$ cat config.mk
export PLATFORM = sky130hd
export DESIGN_NAME = servo_slew_and_joint_feedback_top
export DESIGN_NICKNAME = d
export VERILOG_FILES = /design/src/sv/ssjf_pkg.sv /design/src/sv/ssjf_ram.sv /design/src/sv/ssjf_div.sv /design/src/sv/ssjf_feedback.sv /design/src/sv/servo_slew_and_joint_feedback_top.sv
export SDC_FILE = /design/constraint.sdc
export NUM_CORES = 2
export LEC_CHECK = 0
export BUFFER_PORTS_ARGS = -buffer_cell sky130_fd_sc_hd__buf_2
export CORE_UTILIZATION = 60
export CTS_CLUSTER_SIZE = 28
export DETAILED_ROUTE_END_ITERATION = 6
export MAX_ROUTING_LAYER = met4
export PLACE_DENSITY_LB_ADDON = 0.25
export SYNTH_ARGS = -nofsm -noshare
export SYNTH_HDL_FRONTEND = slang
export SYNTH_HIERARCHICAL = 1
export SYNTH_SLANG_ARGS = --single-unit
$ cat constraint.sdc
create_clock -name aclk -period 12.7 [get_ports aclk]
set_clock_uncertainty 0.15 [all_clocks]
set_input_delay 0.635 -clock aclk [delete_from_list [all_inputs] [get_ports aclk]]
set_output_delay 0.635 -clock aclk [all_outputs]
set_load 0.1 [all_outputs]
$ cat src/sv/ssjf_pkg.sv
// Shared types, constants and helper functions for the servo slew and joint feedback block.
// No dependencies; every other file refers to it by scoped names.
package ssjf_pkg;

    localparam int DEF_ADC_BITS        = 12;
    localparam int DEF_NUM_SLEW_JOINTS = 5;

    localparam int ANGLE_W    = 12;
    localparam int INTERVAL_W = 16;
    localparam int DEG_CFG_W  = 9;
    localparam int MV_CFG_W   = 13;
    localparam int CFG_IDX_W  = 3;
    localparam int CFG_DATA_W = 16;
    localparam int SAMPLE_W   = 12;

    // Feedback divider: signed product magnitude over map angle span
    localparam int DIV_NUM_W = 25;
    localparam int DIV_DEN_W = 9;

    localparam logic [1:0] CMD_TICK = 2'd0;
    localparam logic [1:0] CMD_SET  = 2'd1;
    localparam logic [1:0] CMD_ADC  = 2'd2;

    localparam logic [1:0] DRV_STOP  = 2'd0;
    localparam logic [1:0] DRV_LEFT  = 2'd1;
    localparam logic [1:0] DRV_RIGHT = 2'd2;

    localparam logic [CFG_IDX_W-1:0] CFG_MOVE_INTERVAL = 3'd0;
    localparam logic [CFG_IDX_W-1:0] CFG_ANGLE_MIN     = 3'd1;
    localparam logic [CFG_IDX_W-1:0] CFG_ANGLE_MAX     = 3'd2;
    localparam logic [CFG_IDX_W-1:0] CFG_MV_MIN        = 3'd3;
    localparam logic [CFG_IDX_W-1:0] CFG_MV_MAX        = 3'd4;
    localparam logic [CFG_IDX_W-1:0] CFG_TOLERANCE     = 3'd5;
    localparam logic [CFG_IDX_W-1:0] CFG_REF_MV        = 3'd6;

    localparam logic [INTERVAL_W-1:0] MOVE_INTERVAL_RST = 16'd20;
    localparam logic [DEG_CFG_W-1:0]  ANGLE_MIN_RST     = 9'd0;
    localparam logic [DEG_CFG_W-1:0]  ANGLE_MAX_RST     = 9'd270;
    localparam logic [MV_CFG_W-1:0]   MV_MIN_RST        = 13'd0;
    localparam logic [MV_CFG_W-1:0]   MV_MAX_RST        = 13'd3300;
    localparam logic [MV_CFG_W-1:0]   TOLERANCE_RST     = 13'd50;
    localparam logic [MV_CFG_W-1:0]   REF_MV_RST        = 13'd3300;

    localparam logic [15:0] RECIP_10 = 16'hCCCD;
    localparam logic [15:0] RECIP_15 = 16'h8889;
    localparam logic [ANGLE_W-1:0] LIMIT_WIDE   = 12'd2700;
    localparam logic [ANGLE_W-1:0] LIMIT_NARROW = 12'd1800;

    typedef struct packed {
        logic [1:0]          command;
        logic [2:0]          joint;
        logic [ANGLE_W-1:0]  target_tenths;
        logic [SAMPLE_W-1:0] adc_sample;
    } in_item_t;

    typedef struct packed {
        logic [2:0] joint_out;
        logic [7:0] servo_angle;
        logic [1:0] drive_code;
        logic       last;
    } out_item_t;

    typedef struct packed {
        logic [DEG_CFG_W-1:0] angle_min;
        logic [DEG_CFG_W-1:0] angle_max;
        logic [MV_CFG_W-1:0]  mv_min;
        logic [MV_CFG_W-1:0]  mv_max;
        logic [MV_CFG_W-1:0]  tolerance;
        logic [MV_CFG_W-1:0]  ref_mv;
    } fb_cfg_t;

    // Power-up angle of slewed joint idx+1
    function automatic logic [ANGLE_W-1:0] cur_reset(input logic [3:0] idx);
        logic [ANGLE_W-1:0] v;
        case (idx)
            4'd0, 4'd1: v = 12'd1300;
            4'd2, 4'd3: v = 12'd800;
            4'd4:       v = 12'd900;
            default:    v = '0;
        endcase
        return v;
    endfunction

    function automatic logic [ANGLE_W-1:0] tgt_reset(input logic [3:0] idx);
        logic [ANGLE_W-1:0] v;
        if (idx == 4'd0) begin
            v = '0;
        end else begin
            v = cur_reset(idx - 4'd1);
        end
        return v;
    endfunction

    // Exact x/10 for 12-bit x
    function automatic logic [8:0] div10(input logic [ANGLE_W-1:0] x);
        logic [27:0] p;
        p = x * RECIP_10;
        return p[27:19];
    endfunction

    // Exact x/15 for x up to 2700
    function automatic logic [7:0] div15(input logic [ANGLE_W-1:0] x);
        logic [27:0] p;
        p = x * RECIP_15;
        return p[26:19];
    endfunction

    function automatic logic [7:0] servo_deg(input logic [3:0] joint,
                                             input logic [ANGLE_W-1:0] tenths);
        logic [ANGLE_W-1:0] t;
        logic [8:0]         d;
        logic [7:0]         r;
        if (joint == 4'd1 || joint == 4'd2) begin
            t = (tenths > LIMIT_WIDE) ? LIMIT_WIDE : tenths;
            r = div15(t);
        end else begin
            t = (tenths > LIMIT_NARROW) ? LIMIT_NARROW : tenths;
            d = div10(t);
            r = d[7:0];
        end
        return r;
    endfunction

endpackage

$ cat src/sv/ssjf_ram.sv
// Generic single-write, single-read RAM with registered read.
// Depends on ssjf_pkg for default sizes.
module ssjf_ram #(
    parameter int WIDTH = ssjf_pkg::ANGLE_W,
    parameter int DEPTH = ssjf_pkg::DEF_NUM_SLEW_JOINTS,
    parameter int AW    = (DEPTH > 1) ? $clog2(DEPTH) : 1
) (
    input  logic             aclk,
    input  logic             wr_en,
    input  logic [AW-1:0]    wr_addr,
    input  logic [WIDTH-1:0] wr_data,
    input  logic             rd_en,
    input  logic [AW-1:0]    rd_addr,
    output logic [WIDTH-1:0] rd_data
);

    logic [WIDTH-1:0] mem [DEPTH];
    logic [WIDTH-1:0] rd_data_reg;

    always_ff @(posedge aclk) begin
        if (wr_en) begin
            mem[wr_addr] <= wr_data;
        end
        if (rd_en) begin
            rd_data_reg <= mem[rd_addr];
        end
    end

    assign rd_data = rd_data_reg;

endmodule

$ cat src/sv/ssjf_div.sv
// Bit-serial restoring divider on unsigned magnitudes, one quotient bit per cycle.
// Depends on ssjf_pkg for default widths.
module ssjf_div #(
    parameter int NW = ssjf_pkg::DIV_NUM_W,
    parameter int DW = ssjf_pkg::DIV_DEN_W
) (
    input  logic          aclk,
    input  logic          aresetn,
    input  logic          start,
    input  logic [NW-1:0] num,
    input  logic [DW-1:0] den,
    output logic          done,
    output logic [NW-1:0] quot
);

    localparam int CW = $clog2(NW + 1);

    logic          busy_reg, busy_next;
    logic          done_reg, done_next;
    logic [CW-1:0] cnt_reg, cnt_next;
    logic [NW-1:0] quot_reg, quot_next;
    logic [DW-1:0] rem_reg, rem_next;
    logic [DW-1:0] den_reg, den_next;
    logic [DW:0]   trial;

    always_comb begin
        busy_next = busy_reg;
        done_next = 1'b0;
        cnt_next  = cnt_reg;
        quot_next = quot_reg;
        rem_next  = rem_reg;
        den_next  = den_reg;
        trial     = {rem_reg, quot_reg[NW-1]};
        if (busy_reg) begin
            if (trial >= {1'b0, den_reg}) begin
                rem_next  = DW'(trial - {1'b0, den_reg});
                quot_next = {quot_reg[NW-2:0], 1'b1};
            end else begin
                rem_next  = trial[DW-1:0];
                quot_next = {quot_reg[NW-2:0], 1'b0};
            end
            cnt_next = cnt_reg - 1'b1;
            if (cnt_reg == CW'(1)) begin
                busy_next = 1'b0;
                done_next = 1'b1;
            end
        end else if (start) begin
            busy_next = 1'b1;
            cnt_next  = CW'(NW);
            quot_next = num;
            rem_next  = '0;
            den_next  = den;
        end
    end

    always_ff @(posedge aclk) begin
        if (!aresetn) begin
            busy_reg <= 1'b0;
            done_reg <= 1'b0;
            cnt_reg  <= '0;
        end else begin
            busy_reg <= busy_next;
            done_reg <= done_next;
            cnt_reg  <= cnt_next;
        end
        quot_reg <= quot_next;
        rem_reg  <= rem_next;
        den_reg  <= den_next;
    end

    assign done = done_reg;
    assign quot = quot_reg;

endmodule

$ cat src/sv/ssjf_feedback.sv
// Joint zero feedback: maps target degrees to millivolts and compares with the ADC sample.
// Depends on ssjf_pkg and ssjf_div.
module ssjf_feedback #(
    parameter int ADC_BITS = ssjf_pkg::DEF_ADC_BITS
) (
    input  logic                              aclk,
    input  logic                              aresetn,
    input  logic                              start,
    input  logic [ssjf_pkg::ANGLE_W-1:0]      target0,
    input  logic [ssjf_pkg::SAMPLE_W-1:0]     sample,
    input  ssjf_pkg::fb_cfg_t                 cfg,
    output logic                              done,
    output logic [1:0]                        code
);

    localparam int NUM_W = ssjf_pkg::DIV_NUM_W;
    localparam int DEN_W = ssjf_pkg::DIV_DEN_W;
    localparam int MV_W  = NUM_W + 1;
    localparam int P1_W  = MV_W + ADC_BITS + 1;
    localparam int P2_W  = ssjf_pkg::SAMPLE_W + ssjf_pkg::MV_CFG_W;
    localparam int TFS_W = ssjf_pkg::MV_CFG_W + ADC_BITS;
    localparam int ERR_W = P1_W + 1;
    localparam logic [ADC_BITS-1:0] FS = '1;

    typedef enum logic [2:0] {
        F_IDLE, F_NUM, F_DIVGO, F_DIV, F_MV, F_MUL, F_ERR, F_CMP
    } fstate_t;

    fstate_t state_reg, state_next;

    logic [8:0]                        deg_reg, deg_next;
    logic [ssjf_pkg::SAMPLE_W-1:0]     sample_reg, sample_next;
    logic signed [NUM_W-1:0]           num_reg, num_next;
    logic signed [DEN_W:0]             den_reg, den_next;
    logic                              neg_reg, neg_next;
    logic signed [NUM_W-1:0]           q_reg, q_next;
    logic signed [MV_W-1:0]            mv_reg, mv_next;
    logic signed [P1_W-1:0]            p1_reg, p1_next;
    logic [P2_W-1:0]                   p2_reg, p2_next;
    logic [TFS_W-1:0]                  tfs_reg, tfs_next;
    logic signed [ERR_W-1:0]           err_reg, err_next;
    logic                              done_reg, done_next;
    logic [1:0]                        code_reg, code_next;

    logic signed [10:0]                da;
    logic signed [13:0]                dm;
    logic signed [NUM_W-1:0]           prod;
    logic signed [DEN_W:0]             den_abs;
    logic [NUM_W-1:0]                  num_abs;
    logic                              div_start;
    logic                              div_done;
    logic [NUM_W-1:0]                  div_quot;
    logic [ERR_W-1:0]                  err_mag;

    ssjf_div #(
        .NW(NUM_W),
        .DW(DEN_W)
    ) u_div (
        .aclk    (aclk),
        .aresetn (aresetn),
        .start   (div_start),
        .num     (num_abs),
        .den     (den_abs[DEN_W-1:0]),
        .done    (div_done),
        .quot    (div_quot)
    );

    always_comb begin
        state_next  = state_reg;
        deg_next    = deg_reg;
        sample_next = sample_reg;
        num_next    = num_reg;
        den_next    = den_reg;
        neg_next    = neg_reg;
        q_next      = q_reg;
        mv_next     = mv_reg;
        p1_next     = p1_reg;
        p2_next     = p2_reg;
        tfs_next    = tfs_reg;
        err_next    = err_reg;
        done_next   = 1'b0;
        code_next   = code_reg;
        div_start   = 1'b0;

        da      = $signed({2'b00, deg_reg}) - $signed({2'b00, cfg.angle_min});
        dm      = $signed({1'b0, cfg.mv_max}) - $signed({1'b0, cfg.mv_min});
        prod    = da * dm;
        num_abs = num_reg[NUM_W-1] ? NUM_W'(-num_reg) : NUM_W'(num_reg);
        den_abs = den_reg[DEN_W] ? -den_reg : den_reg;
        err_mag = err_reg[ERR_W-1] ? ERR_W'(-err_reg) : ERR_W'(err_reg);

        unique case (state_reg)
            F_IDLE: begin
                if (start) begin
                    deg_next    = ssjf_pkg::div10(target0);
                    sample_next = sample;
                    state_next  = F_NUM;
                end
            end
            F_NUM: begin
                num_next   = prod;
                den_next   = $signed({1'b0, cfg.angle_max}) - $signed({1'b0, cfg.angle_min});
                state_next = F_DIVGO;
            end
            F_DIVGO: begin
                if (den_reg == '0) begin
                    q_next     = '0;
                    state_next = F_MV;
                end else begin
                    neg_next   = num_reg[NUM_W-1] ^ den_reg[DEN_W];
                    div_start  = 1'b1;
                    state_next = F_DIV;
                end
            end
            F_DIV: begin
                if (div_done) begin
                    q_next     = neg_reg ? -$signed(div_quot) : $signed(div_quot);
                    state_next = F_MV;
                end
            end
            F_MV: begin
                mv_next    = $signed({q_reg[NUM_W-1], q_reg})
                           + $signed({{(MV_W - ssjf_pkg::MV_CFG_W){1'b0}}, cfg.mv_min});
                state_next = F_MUL;
            end
            F_MUL: begin
                p1_next    = mv_reg * $signed({1'b0, FS});
                p2_next    = sample_reg * cfg.ref_mv;
                tfs_next   = cfg.tolerance * FS;
                state_next = F_ERR;
            end
            F_ERR: begin
                err_next   = $signed({p1_reg[P1_W-1], p1_reg})
                           - $signed({{(ERR_W - P2_W){1'b0}}, p2_reg});
                state_next = F_CMP;
            end
            F_CMP: begin
                if (err_mag <= {{(ERR_W - TFS_W){1'b0}}, tfs_reg}) begin
                    code_next = ssjf_pkg::DRV_STOP;
                end else if (!err_reg[ERR_W-1]) begin
                    code_next = ssjf_pkg::DRV_LEFT;
                end else begin
                    code_next = ssjf_pkg::DRV_RIGHT;
                end
                done_next  = 1'b1;
                state_next = F_IDLE;
            end
            default: state_next = F_IDLE;
        endcase
    end

    always_ff @(posedge aclk) begin
        if (!aresetn) begin
            state_reg <= F_IDLE;
            done_reg  <= 1'b0;
        end else begin
            state_reg <= state_next;
            done_reg  <= done_next;
        end
        deg_reg    <= deg_next;
        sample_reg <= sample_next;
        num_reg    <= num_next;
        den_reg    <= den_next;
        neg_reg    <= neg_next;
        q_reg      <= q_next;
        mv_reg     <= mv_next;
        p1_reg     <= p1_next;
        p2_reg     <= p2_next;
        tfs_reg    <= tfs_next;
        err_reg    <= err_next;
        code_reg   <= code_next;
    end

    assign done = done_reg;
    assign code = code_reg;

endmodule

$ cat src/sv/servo_slew_and_joint_feedback_top.sv
// Top level of the servo slew and joint feedback block: sequencer, state RAMs, output stage.
// Depends on ssjf_pkg, ssjf_ram and ssjf_feedback.

// Six-joint servo controller. Joint angles live in two 12-bit RAMs (current angles of the
// slewed joints, targets of all joints) with valid bits, so reset values apply at once and
// there is no clearing pass. A set-target transfer is handled in the idle state, as is a
// tick that is not yet due. A due tick reads each slewed joint's current and target angle,
// steps it one tenth towards target and writes it back, one joint per cycle through the
// single RAM read port while the output register is free, with results emitted as joints
// 3 and up, then 1, then 2, last marked on the final one. An ADC sample runs through the
// 25-bit bit-serial divider of the angle to millivolt map. The next input is taken while
// a result still waits in the output register.
module servo_slew_and_joint_feedback_top #(
    parameter int ADC_BITS        = ssjf_pkg::DEF_ADC_BITS,
    parameter int NUM_SLEW_JOINTS = ssjf_pkg::DEF_NUM_SLEW_JOINTS
) (
    input  logic                               aclk,
    input  logic                               aresetn,
    input  logic                               s_valid,
    output logic                               s_ready,
    input  ssjf_pkg::in_item_t                 s_data,
    output logic                               m_valid,
    input  logic                               m_ready,
    output ssjf_pkg::out_item_t                m_data,
    input  logic                               cfg_we,
    input  logic [ssjf_pkg::CFG_IDX_W-1:0]     cfg_addr,
    input  logic [ssjf_pkg::CFG_DATA_W-1:0]    cfg_wdata
);

    localparam int N      = NUM_SLEW_JOINTS;
    localparam int AW     = ssjf_pkg::ANGLE_W;
    localparam int CUR_AW = (N > 1) ? $clog2(N) : 1;
    localparam int TGT_AW = $clog2(N + 1);
    localparam int FRONT  = (N >= 3) ? N - 2 : 0;
    localparam bit EMIT   = (N >= 2);

    typedef enum logic [2:0] {
        ST_IDLE, ST_SLEW, ST_FB_START, ST_FB_RUN, ST_FB_OUT
    } state_t;

    function automatic logic [3:0] joint_of(input logic [CUR_AW-1:0] k);
        logic [3:0] j;
        if (int'(k) < FRONT) begin
            j = 4'(int'(k) + 3);
        end else begin
            j = 4'(int'(k) - FRONT + 1);
        end
        return j;
    endfunction

    state_t                              state_reg, state_next;
    logic [CUR_AW-1:0]                   k_reg, k_next;
    logic [ssjf_pkg::INTERVAL_W-1:0]     cnt_reg, cnt_next;
    logic [ssjf_pkg::INTERVAL_W-1:0]     interval_reg, interval_next;
    ssjf_pkg::fb_cfg_t                   fbcfg_reg, fbcfg_next;
    logic [N-1:0]                        cur_vld_reg, cur_vld_next;
    logic [N:0]                          tgt_vld_reg, tgt_vld_next;
    logic [ssjf_pkg::SAMPLE_W-1:0]       sample_reg, sample_next;
    logic [1:0]                          code_reg, code_next;
    logic                                m_valid_reg, m_valid_next;
    ssjf_pkg::out_item_t                 out_reg, out_next;

    logic                                cur_we, cur_re;
    logic [CUR_AW-1:0]                   cur_waddr, cur_raddr;
    logic [AW-1:0]                       cur_wdata, cur_rdata;
    logic                                tgt_we, tgt_re;
    logic [TGT_AW-1:0]                   tgt_waddr, tgt_raddr;
    logic [AW-1:0]                       tgt_wdata, tgt_rdata;

    logic                                fb_start, fb_done;
    logic [1:0]                          fb_code;
    logic [AW-1:0]                       fb_target;

    logic                                s_accept, out_free, k_last;
    logic [3:0]                          slew_joint;
    logic [CUR_AW-1:0]                   cur_addr_k;
    logic [TGT_AW-1:0]                   tgt_addr_k;
    logic [AW-1:0]                       cur_now, tgt_now, cur_new;
    logic [ssjf_pkg::INTERVAL_W-1:0]     cnt_inc;

    ssjf_ram #(
        .WIDTH(AW),
        .DEPTH(N),
        .AW   (CUR_AW)
    ) u_cur_ram (
        .aclk    (aclk),
        .wr_en   (cur_we),
        .wr_addr (cur_waddr),
        .wr_data (cur_wdata),
        .rd_en   (cur_re),
        .rd_addr (cur_raddr),
        .rd_data (cur_rdata)
    );

    ssjf_ram #(
        .WIDTH(AW),
        .DEPTH(N + 1),
        .AW   (TGT_AW)
    ) u_tgt_ram (
        .aclk    (aclk),
        .wr_en   (tgt_we),
        .wr_addr (tgt_waddr),
        .wr_data (tgt_wdata),
        .rd_en   (tgt_re),
        .rd_addr (tgt_raddr),
        .rd_data (tgt_rdata)
    );

    ssjf_feedback #(
        .ADC_BITS(ADC_BITS)
    ) u_feedback (
        .aclk    (aclk),
        .aresetn (aresetn),
        .start   (fb_start),
        .target0 (fb_target),
        .sample  (sample_reg),
        .cfg     (fbcfg_reg),
        .done    (fb_done),
        .code    (fb_code)
    );

    assign s_ready  = (state_reg == ST_IDLE);
    assign s_accept = s_valid && s_ready;
    assign out_free = !m_valid_reg || m_ready;

    assign slew_joint = joint_of(k_reg);
    assign cur_addr_k = CUR_AW'(slew_joint - 4'd1);
    assign tgt_addr_k = TGT_AW'(slew_joint);
    assign k_last     = (int'(k_reg) == N - 1);
    assign cnt_inc    = (cnt_reg == '1) ? cnt_reg : cnt_reg + 1'b1;

    assign cur_now   = cur_vld_reg[cur_addr_k] ? cur_rdata
                                               : ssjf_pkg::cur_reset(slew_joint - 4'd1);
    assign tgt_now   = tgt_vld_reg[tgt_addr_k] ? tgt_rdata : ssjf_pkg::tgt_reset(slew_joint);
    assign fb_target = tgt_vld_reg[0] ? tgt_rdata : ssjf_pkg::tgt_reset(4'd0);

    always_comb begin
        if (cur_now < tgt_now) begin
            cur_new = cur_now + 1'b1;
        end else if (cur_now > tgt_now) begin
            cur_new = cur_now - 1'b1;
        end else begin
            cur_new = cur_now;
        end
    end

    always_comb begin
        interval_next = interval_reg;
        fbcfg_next    = fbcfg_reg;
        if (cfg_we) begin
            unique case (cfg_addr)
                ssjf_pkg::CFG_MOVE_INTERVAL: interval_next = cfg_wdata;
                ssjf_pkg::CFG_ANGLE_MIN: fbcfg_next.angle_min = cfg_wdata[8:0];
                ssjf_pkg::CFG_ANGLE_MAX: fbcfg_next.angle_max = cfg_wdata[8:0];
                ssjf_pkg::CFG_MV_MIN:    fbcfg_next.mv_min    = cfg_wdata[12:0];
                ssjf_pkg::CFG_MV_MAX:    fbcfg_next.mv_max    = cfg_wdata[12:0];
                ssjf_pkg::CFG_TOLERANCE: fbcfg_next.tolerance = cfg_wdata[12:0];
                ssjf_pkg::CFG_REF_MV:    fbcfg_next.ref_mv    = cfg_wdata[12:0];
                default: ;
            endcase
        end
    end

    always_comb begin
        state_next   = state_reg;
        k_next       = k_reg;
        cnt_next     = cnt_reg;
        cur_vld_next = cur_vld_reg;
        tgt_vld_next = tgt_vld_reg;
        sample_next  = sample_reg;
        code_next    = code_reg;
        m_valid_next = m_valid_reg && !m_ready;
        out_next     = out_reg;
        cur_we       = 1'b0;
        cur_waddr    = cur_addr_k;
        cur_wdata    = cur_new;
        cur_re       = 1'b0;
        cur_raddr    = CUR_AW'(joint_of('0) - 4'd1);
        tgt_we       = 1'b0;
        tgt_waddr    = TGT_AW'(s_data.joint);
        tgt_wdata    = s_data.target_tenths;
        tgt_re       = 1'b0;
        tgt_raddr    = TGT_AW'(joint_of('0));
        fb_start     = 1'b0;

        unique case (state_reg)
            ST_IDLE: begin
                if (s_accept) begin
                    case (s_data.command)
                        ssjf_pkg::CMD_TICK: begin
                            if (cnt_inc < interval_reg) begin
                                cnt_next = cnt_inc;
                            end else begin
                                cnt_next   = '0;
                                k_next     = '0;
                                cur_re     = 1'b1;
                                tgt_re     = 1'b1;
                                state_next = ST_SLEW;
                            end
                        end
                        ssjf_pkg::CMD_SET: begin
                            if (int'(s_data.joint) <= N) begin
                                tgt_we = 1'b1;
                                tgt_vld_next[TGT_AW'(s_data.joint)] = 1'b1;
                            end
                        end
                        ssjf_pkg::CMD_ADC: begin
                            tgt_re      = 1'b1;
                            tgt_raddr   = '0;
                            sample_next = s_data.adc_sample;
                            state_next  = ST_FB_START;
                        end
                        default: ;
                    endcase
                end
            end
            ST_SLEW: begin
                if (!EMIT || out_free) begin
                    cur_we                   = 1'b1;
                    cur_vld_next[cur_addr_k] = 1'b1;
                    if (EMIT) begin
                        m_valid_next         = 1'b1;
                        out_next.joint_out   = 3'(slew_joint);
                        out_next.servo_angle = ssjf_pkg::servo_deg(slew_joint, cur_new);
                        out_next.drive_code  = ssjf_pkg::DRV_STOP;
                        out_next.last        = k_last;
                    end
                    if (k_last) begin
                        state_next = ST_IDLE;
                    end else begin
                        k_next    = k_reg + 1'b1;
                        cur_re    = 1'b1;
                        tgt_re    = 1'b1;
                        cur_raddr = CUR_AW'(joint_of(CUR_AW'(k_reg + 1'b1)) - 4'd1);
                        tgt_raddr = TGT_AW'(joint_of(CUR_AW'(k_reg + 1'b1)));
                    end
                end
            end
            ST_FB_START: begin
                fb_start   = 1'b1;
                state_next = ST_FB_RUN;
            end
            ST_FB_RUN: begin
                if (fb_done) begin
                    code_next  = fb_code;
                    state_next = ST_FB_OUT;
                end
            end
            ST_FB_OUT: begin
                if (out_free) begin
                    m_valid_next         = 1'b1;
                    out_next.joint_out   = 3'd0;
                    out_next.servo_angle = 8'd0;
                    out_next.drive_code  = code_reg;
                    out_next.last        = 1'b1;
                    state_next           = ST_IDLE;
                end
            end
            default: state_next = ST_IDLE;
        endcase
    end

    always_ff @(posedge aclk) begin
        if (!aresetn) begin
            state_reg              <= ST_IDLE;
            k_reg                  <= '0;
            cnt_reg                <= '0;
            interval_reg           <= ssjf_pkg::MOVE_INTERVAL_RST;
            fbcfg_reg.angle_min    <= ssjf_pkg::ANGLE_MIN_RST;
            fbcfg_reg.angle_max    <= ssjf_pkg::ANGLE_MAX_RST;
            fbcfg_reg.mv_min       <= ssjf_pkg::MV_MIN_RST;
            fbcfg_reg.mv_max       <= ssjf_pkg::MV_MAX_RST;
            fbcfg_reg.tolerance    <= ssjf_pkg::TOLERANCE_RST;
            fbcfg_reg.ref_mv       <= ssjf_pkg::REF_MV_RST;
            cur_vld_reg            <= '0;
            tgt_vld_reg            <= '0;
            m_valid_reg            <= 1'b0;
        end else begin
            state_reg    <= state_next;
            k_reg        <= k_next;
            cnt_reg      <= cnt_next;
            interval_reg <= interval_next;
            fbcfg_reg    <= fbcfg_next;
            cur_vld_reg  <= cur_vld_next;
            tgt_vld_reg  <= tgt_vld_next;
            m_valid_reg  <= m_valid_next;
        end
        sample_reg <= sample_next;
        code_reg   <= code_next;
        out_reg    <= out_next;
    end

    assign m_valid = m_valid_reg;
    assign m_data  = out_reg;

endmodule

==> results summary <==
The number of global-route vias before repair came out at between 40k and 50k. The share of post-route cells with drive strength above 1 came out at 0.06464. The critical path data required time is 13.04 ns. Of the post-synthesis cell area, the dominant cell type holds 0.2437. Entering global routing, the biggest net connects 82 pins. The final HPWL from detailed placement came out at between 100000 and 150000 microns. The source-to-sink clock delay at the later pin of the worst-skew pair is about 0.65 ns.

For this run, the leading register cell type out of synthesis is sky130_fd_sc_hd__edfxtp_1. The worst hold path belongs to the class in -> reg. The mean routed wirelength per cell came out at ~19 microns. The post-synthesis sequential area ratio is 0.2895.

The number of buffers added by the clock tree synthesis step came out at 69. Static timing analysis puts the maximum clock frequency at between 80 and 90 MHz. STA classifies the critical path startpoint as a flip-flop. The CTS tree is done. The combined area of all synthesized cells is 57300 sq um. The final clock period utilization by the worst path is 0.9382. At the worst endpoint, the arrival time is around 12 ns. The number of nets in the final layout came out at 6916. The max-cap check violation count came out at 0. The hold path depth came out at 1. The end point of the worst hold path is sample_reg[7]$_DFFE_PP_. The routed layout has 39.35k vias. The count of nets left with antenna violations once routing finished came out at 0. Counting distinct cell types in the post-synthesis netlist gives 110. The worst slew slack as a fraction of its limit is 0.1336. The number of warnings issued by yosys came out at 6.

The maximum ir drop on the vdd rail is roughly 0.4 mV. The antenna diode instance count came out at 0. The count of endpoints failing setup in the final report is 0. The number of iterations in the first detailed-routing pass is 6. The delay of the slowest critical-path stage came out at 0.54 ns.

The setup fix buffers added after clock tree synthesis came out at 0. The cell sitting at the root of the clock tree is a sky130_fd_sc_hd__clkbuf_16. Total power for the finished layout comes to 14.75 mW.

The type of destination of the critical path is a flip-flop. The number of synthesized register bits is between 500 and 600. By startpoint and endpoint, the worst setup path is classified as reg -> reg. Summing all placed instances gives a cell area of 59050 sq um.

The count of flip-flops with a built-in enable after synthesis came out at around 470. The setup TNS is 0 ns. The floorplan step set the die width to 311.0 microns. Timing analysis after detailed placement gives a worst setup slack of around 0.37 ns. The last weighted congestion value of the routability-driven placer is roughly 0.96. The area enclosed by the die boundary is about 97000 sq um. The hold violation total from the final report is 0. The H-tree level count is 3. The start point of the worst hold path is s_data[7]. Setup repair after global routing left no endpoint under its margin. The flip-flop count of the largest register after layout came out at between 70 and 80. The post-route worst hold slack came out at approximately 0.059 ns. The number of buffers on the longest clock path is 3. The row count came out at between 100 and 150. The worst register-to-register path has a setup slack of ~0.78 ns. The effective utilization at floorplan is 0.6103. Dividing the detail-routed via count by the number of cells gives about 5.7. The port buffer count is 68. Sorting the synthesized cells by area gives the leading types as sky130_fd_sc_hd__edfxtp_1 24%, sky130_fd_sc_hd__fa_1 22%, sky130_fd_sc_hd__ha_1 14%, sky130_fd_sc_hd__inv_1 6.1%, sky130_fd_sc_hd__dfxtp_1 4.6%.

The sum of overflow across all layers after global routing is 0. The boundary pin count came out at between 60 and 70. The clock period minus final worst setup slack is approximately 12 ns. The transition at the pin with the smallest max-transition slack came out at between 1 and 1.5 ns.

The power density over cell area came out at 239.7 nW/um^2. Of all cell types, the one taking the most synthesized area is sky130_fd_sc_hd__edfxtp_1. In this design, the critical path's most frequently occurring cell is sky130_fd_sc_hd__inv_1. The count of filler cells inserted in the layout is roughly 7.5k. In the layout the commonest cells are 927 x sky130_fd_sc_hd__inv_1, 622 x sky130_fd_sc_hd__ha_1, 616 x sky130_fd_sc_hd__fa_1. The total detailed-routing wirelength is around 130000 microns.

The depth of the most critical reg-to-reg path is 45. The detailed router finished its first iteration with around 2.6k violations. Among all stages on the critical path, the largest delay is contributed by sky130_fd_sc_hd__or4_4. The count of pins over their slew limit came out at 0. The flow ran to the end, and the final reports show no timing, DRC or antenna violations. Clock-pin slew was measured on the worst setup and hold paths at about 0.060 ns. The area growth from synthesis to layout is 7.416%. With fillers left out, the area of the finished cells amounts to roughly 62000 sq um. The die outline height is 311.0 microns. The terminus of the critical flop-to-flop path is m_data[9]$_SDFFCE_PN0P_. The final worst slack is around 0.78 ns. The initial antenna violation count is 2.

The core region is around 94000 sq um. The average instance in the mapped netlist occupies around 10 sq um. The CTS sink count is about 600. The DRC violations left came out at 0. The startpoint of the worst register-to-register path is k_reg[1]$_SDFFE_PN0P_. The commonest non-fill, non-tap cell in the layout is sky130_fd_sc_hd__inv_1. The leakage dissipation came out at between 20 and 30 nW. The number of instances in the synthesized netlist is 5550. The critical-path maximum fanout came out at 13.

The post-synthesis async set-or-reset flop share is 0. The first global-routing pass estimated 211900 microns of wire. For this run, the total global-route usage over all layers was measured as 0.2819.
[how the worst max path moves through the flow]
stage,start,end,slack (ns),cells past startpoint
floorplan,k_reg[2]$_SDFFE_PN0P_,m_data[10]$_SDFFCE_PN0P_,1.51,52
global placement,k_reg[1]$_SDFFE_PN0P_,m_data[10]$_SDFFCE_PN0P_,0.63,46
detailed placement,k_reg[1]$_SDFFE_PN0P_,m_data[10]$_SDFFCE_PN0P_,0.37,46
CTS,k_reg[1]$_SDFFE_PN0P_,m_data[9]$_SDFFCE_PN0P_,0.30,45
global route,k_reg[1]$_SDFFE_PN0P_,m_data[9]$_SDFFCE_PN0P_,0.12,44
finish,k_reg[1]$_SDFFE_PN0P_,m_data[9]$_SDFFCE_PN0P_,0.78,45
[where the power goes]
| group | internal (mW) | switching, mW |
|---|---|---|
| combinational | 4.29 | 5.72 |
| clock | 1.23 | 0.862 |
| sequential | 2.56 | 0.0960 |
| total | 8.07 | 6.68 |
[Yosys cell counts, types with 22 or more instances]
cell / instances
sky130_fd_sc_hd__and3_1: 38
sky130_fd_sc_hd__nor2_1: 262
sky130_fd_sc_hd__xnor2_1: 222
sky130_fd_sc_hd__and2_1: 102
sky130_fd_sc_hd__nor3_1: 95
sky130_fd_sc_hd__edfxtp_1: 465
sky130_fd_sc_hd__clkbuf_1: 95
sky130_fd_sc_hd__a31oi_1: 33
sky130_fd_sc_hd__nand2_1: 544
sky130_fd_sc_hd__o21a_1: 40
sky130_fd_sc_hd__mux2i_1: 67
sky130_fd_sc_hd__or2_2: 28
sky130_fd_sc_hd__dfxtp_1: 131
sky130_fd_sc_hd__nand4_1: 30
sky130_fd_sc_hd__fa_1: 616
sky130_fd_sc_hd__nand2b_1: 54
sky130_fd_sc_hd__or3_1: 32
sky130_fd_sc_hd__a21boi_0: 79
sky130_fd_sc_hd__ha_1: 624
sky130_fd_sc_hd__a21o_1: 82
sky130_fd_sc_hd__a211oi_1: 23
sky130_fd_sc_hd__a21oi_1: 188
sky130_fd_sc_hd__xor2_1: 91
sky130_fd_sc_hd__nand3_1: 77
sky130_fd_sc_hd__nor2b_1: 72
sky130_fd_sc_hd__o21ai_0: 129
sky130_fd_sc_hd__o211ai_1: 22
sky130_fd_sc_hd__mux2_2: 28
sky130_fd_sc_hd__o31ai_1: 30
sky130_fd_sc_hd__inv_1: 926
[layer usage]
layer	share of wire	up-vias	global-route usage
met5	0	-	-
met4	0.029	0	0.08789
met3	0.049	210	0.03412
met2	0.49	975	0.4704
met1	0.43	19430	0.3592
li1	-	18730	-
[what timing repair did]
item | CTS | global route
hold endpoints to repair | 7 | 0
hold buffers | 7 | 0
resized for setup | 0 | 8
endpoints found under the setup margin | 0 | 6
[worst max-delay path: cells and delay by family, from the launching register on]
family	cells	cell delay, ns
buffers and inverters	10	1.43
adder cells (fa/ha/maj)	9	3.62
flip-flops	1	0.51
AND/OR/NAND/NOR	11	2.63
AO/OA/AOI/OAI	15	3.39
[through the flow]
step | cells | util
final | 6932 | 0.6555
after global routing | 6932 | 0.6555
after CTS | 6932 | 0.6551
after detailed placement | 6799 | 0.6289
after global placement | 6799 | 0.6289
after floorplan | 5551 | -
[layout make-up]
cell class	instances	area, sq um	share of cell area
Multi-Input combinational cell	3904	36740	0.5969
Inverter	927	3481	0.05656
Clock buffer	80	1853	0.03011
Timing Repair Buffer	125	788.3	0.01281
Tap cell	1254	1569	0.02549
Sequential cell	596	16590	0.2695
Clock inverter	46	534.3	0.008681
[cells by family after synthesis]
| group | after synthesis | synth area share |
|---|---|---|
| AOI/OAI and AO/OA | 818 | 0.09999 |
| adders and majority gates | 1240 | 0.3515 |
| and+or+nand+nor | 1431 | 0.1208 |
| DFF | 596 | 0.2895 |
| buffers and inverters | 1051 | 0.07156 |
| other | 2 | 0.0001311 |
| xor gates and xnor gates | 316 | 0.04909 |
| muxes | 96 | 0.01745 |
Power figures use the tool's default switching activity.
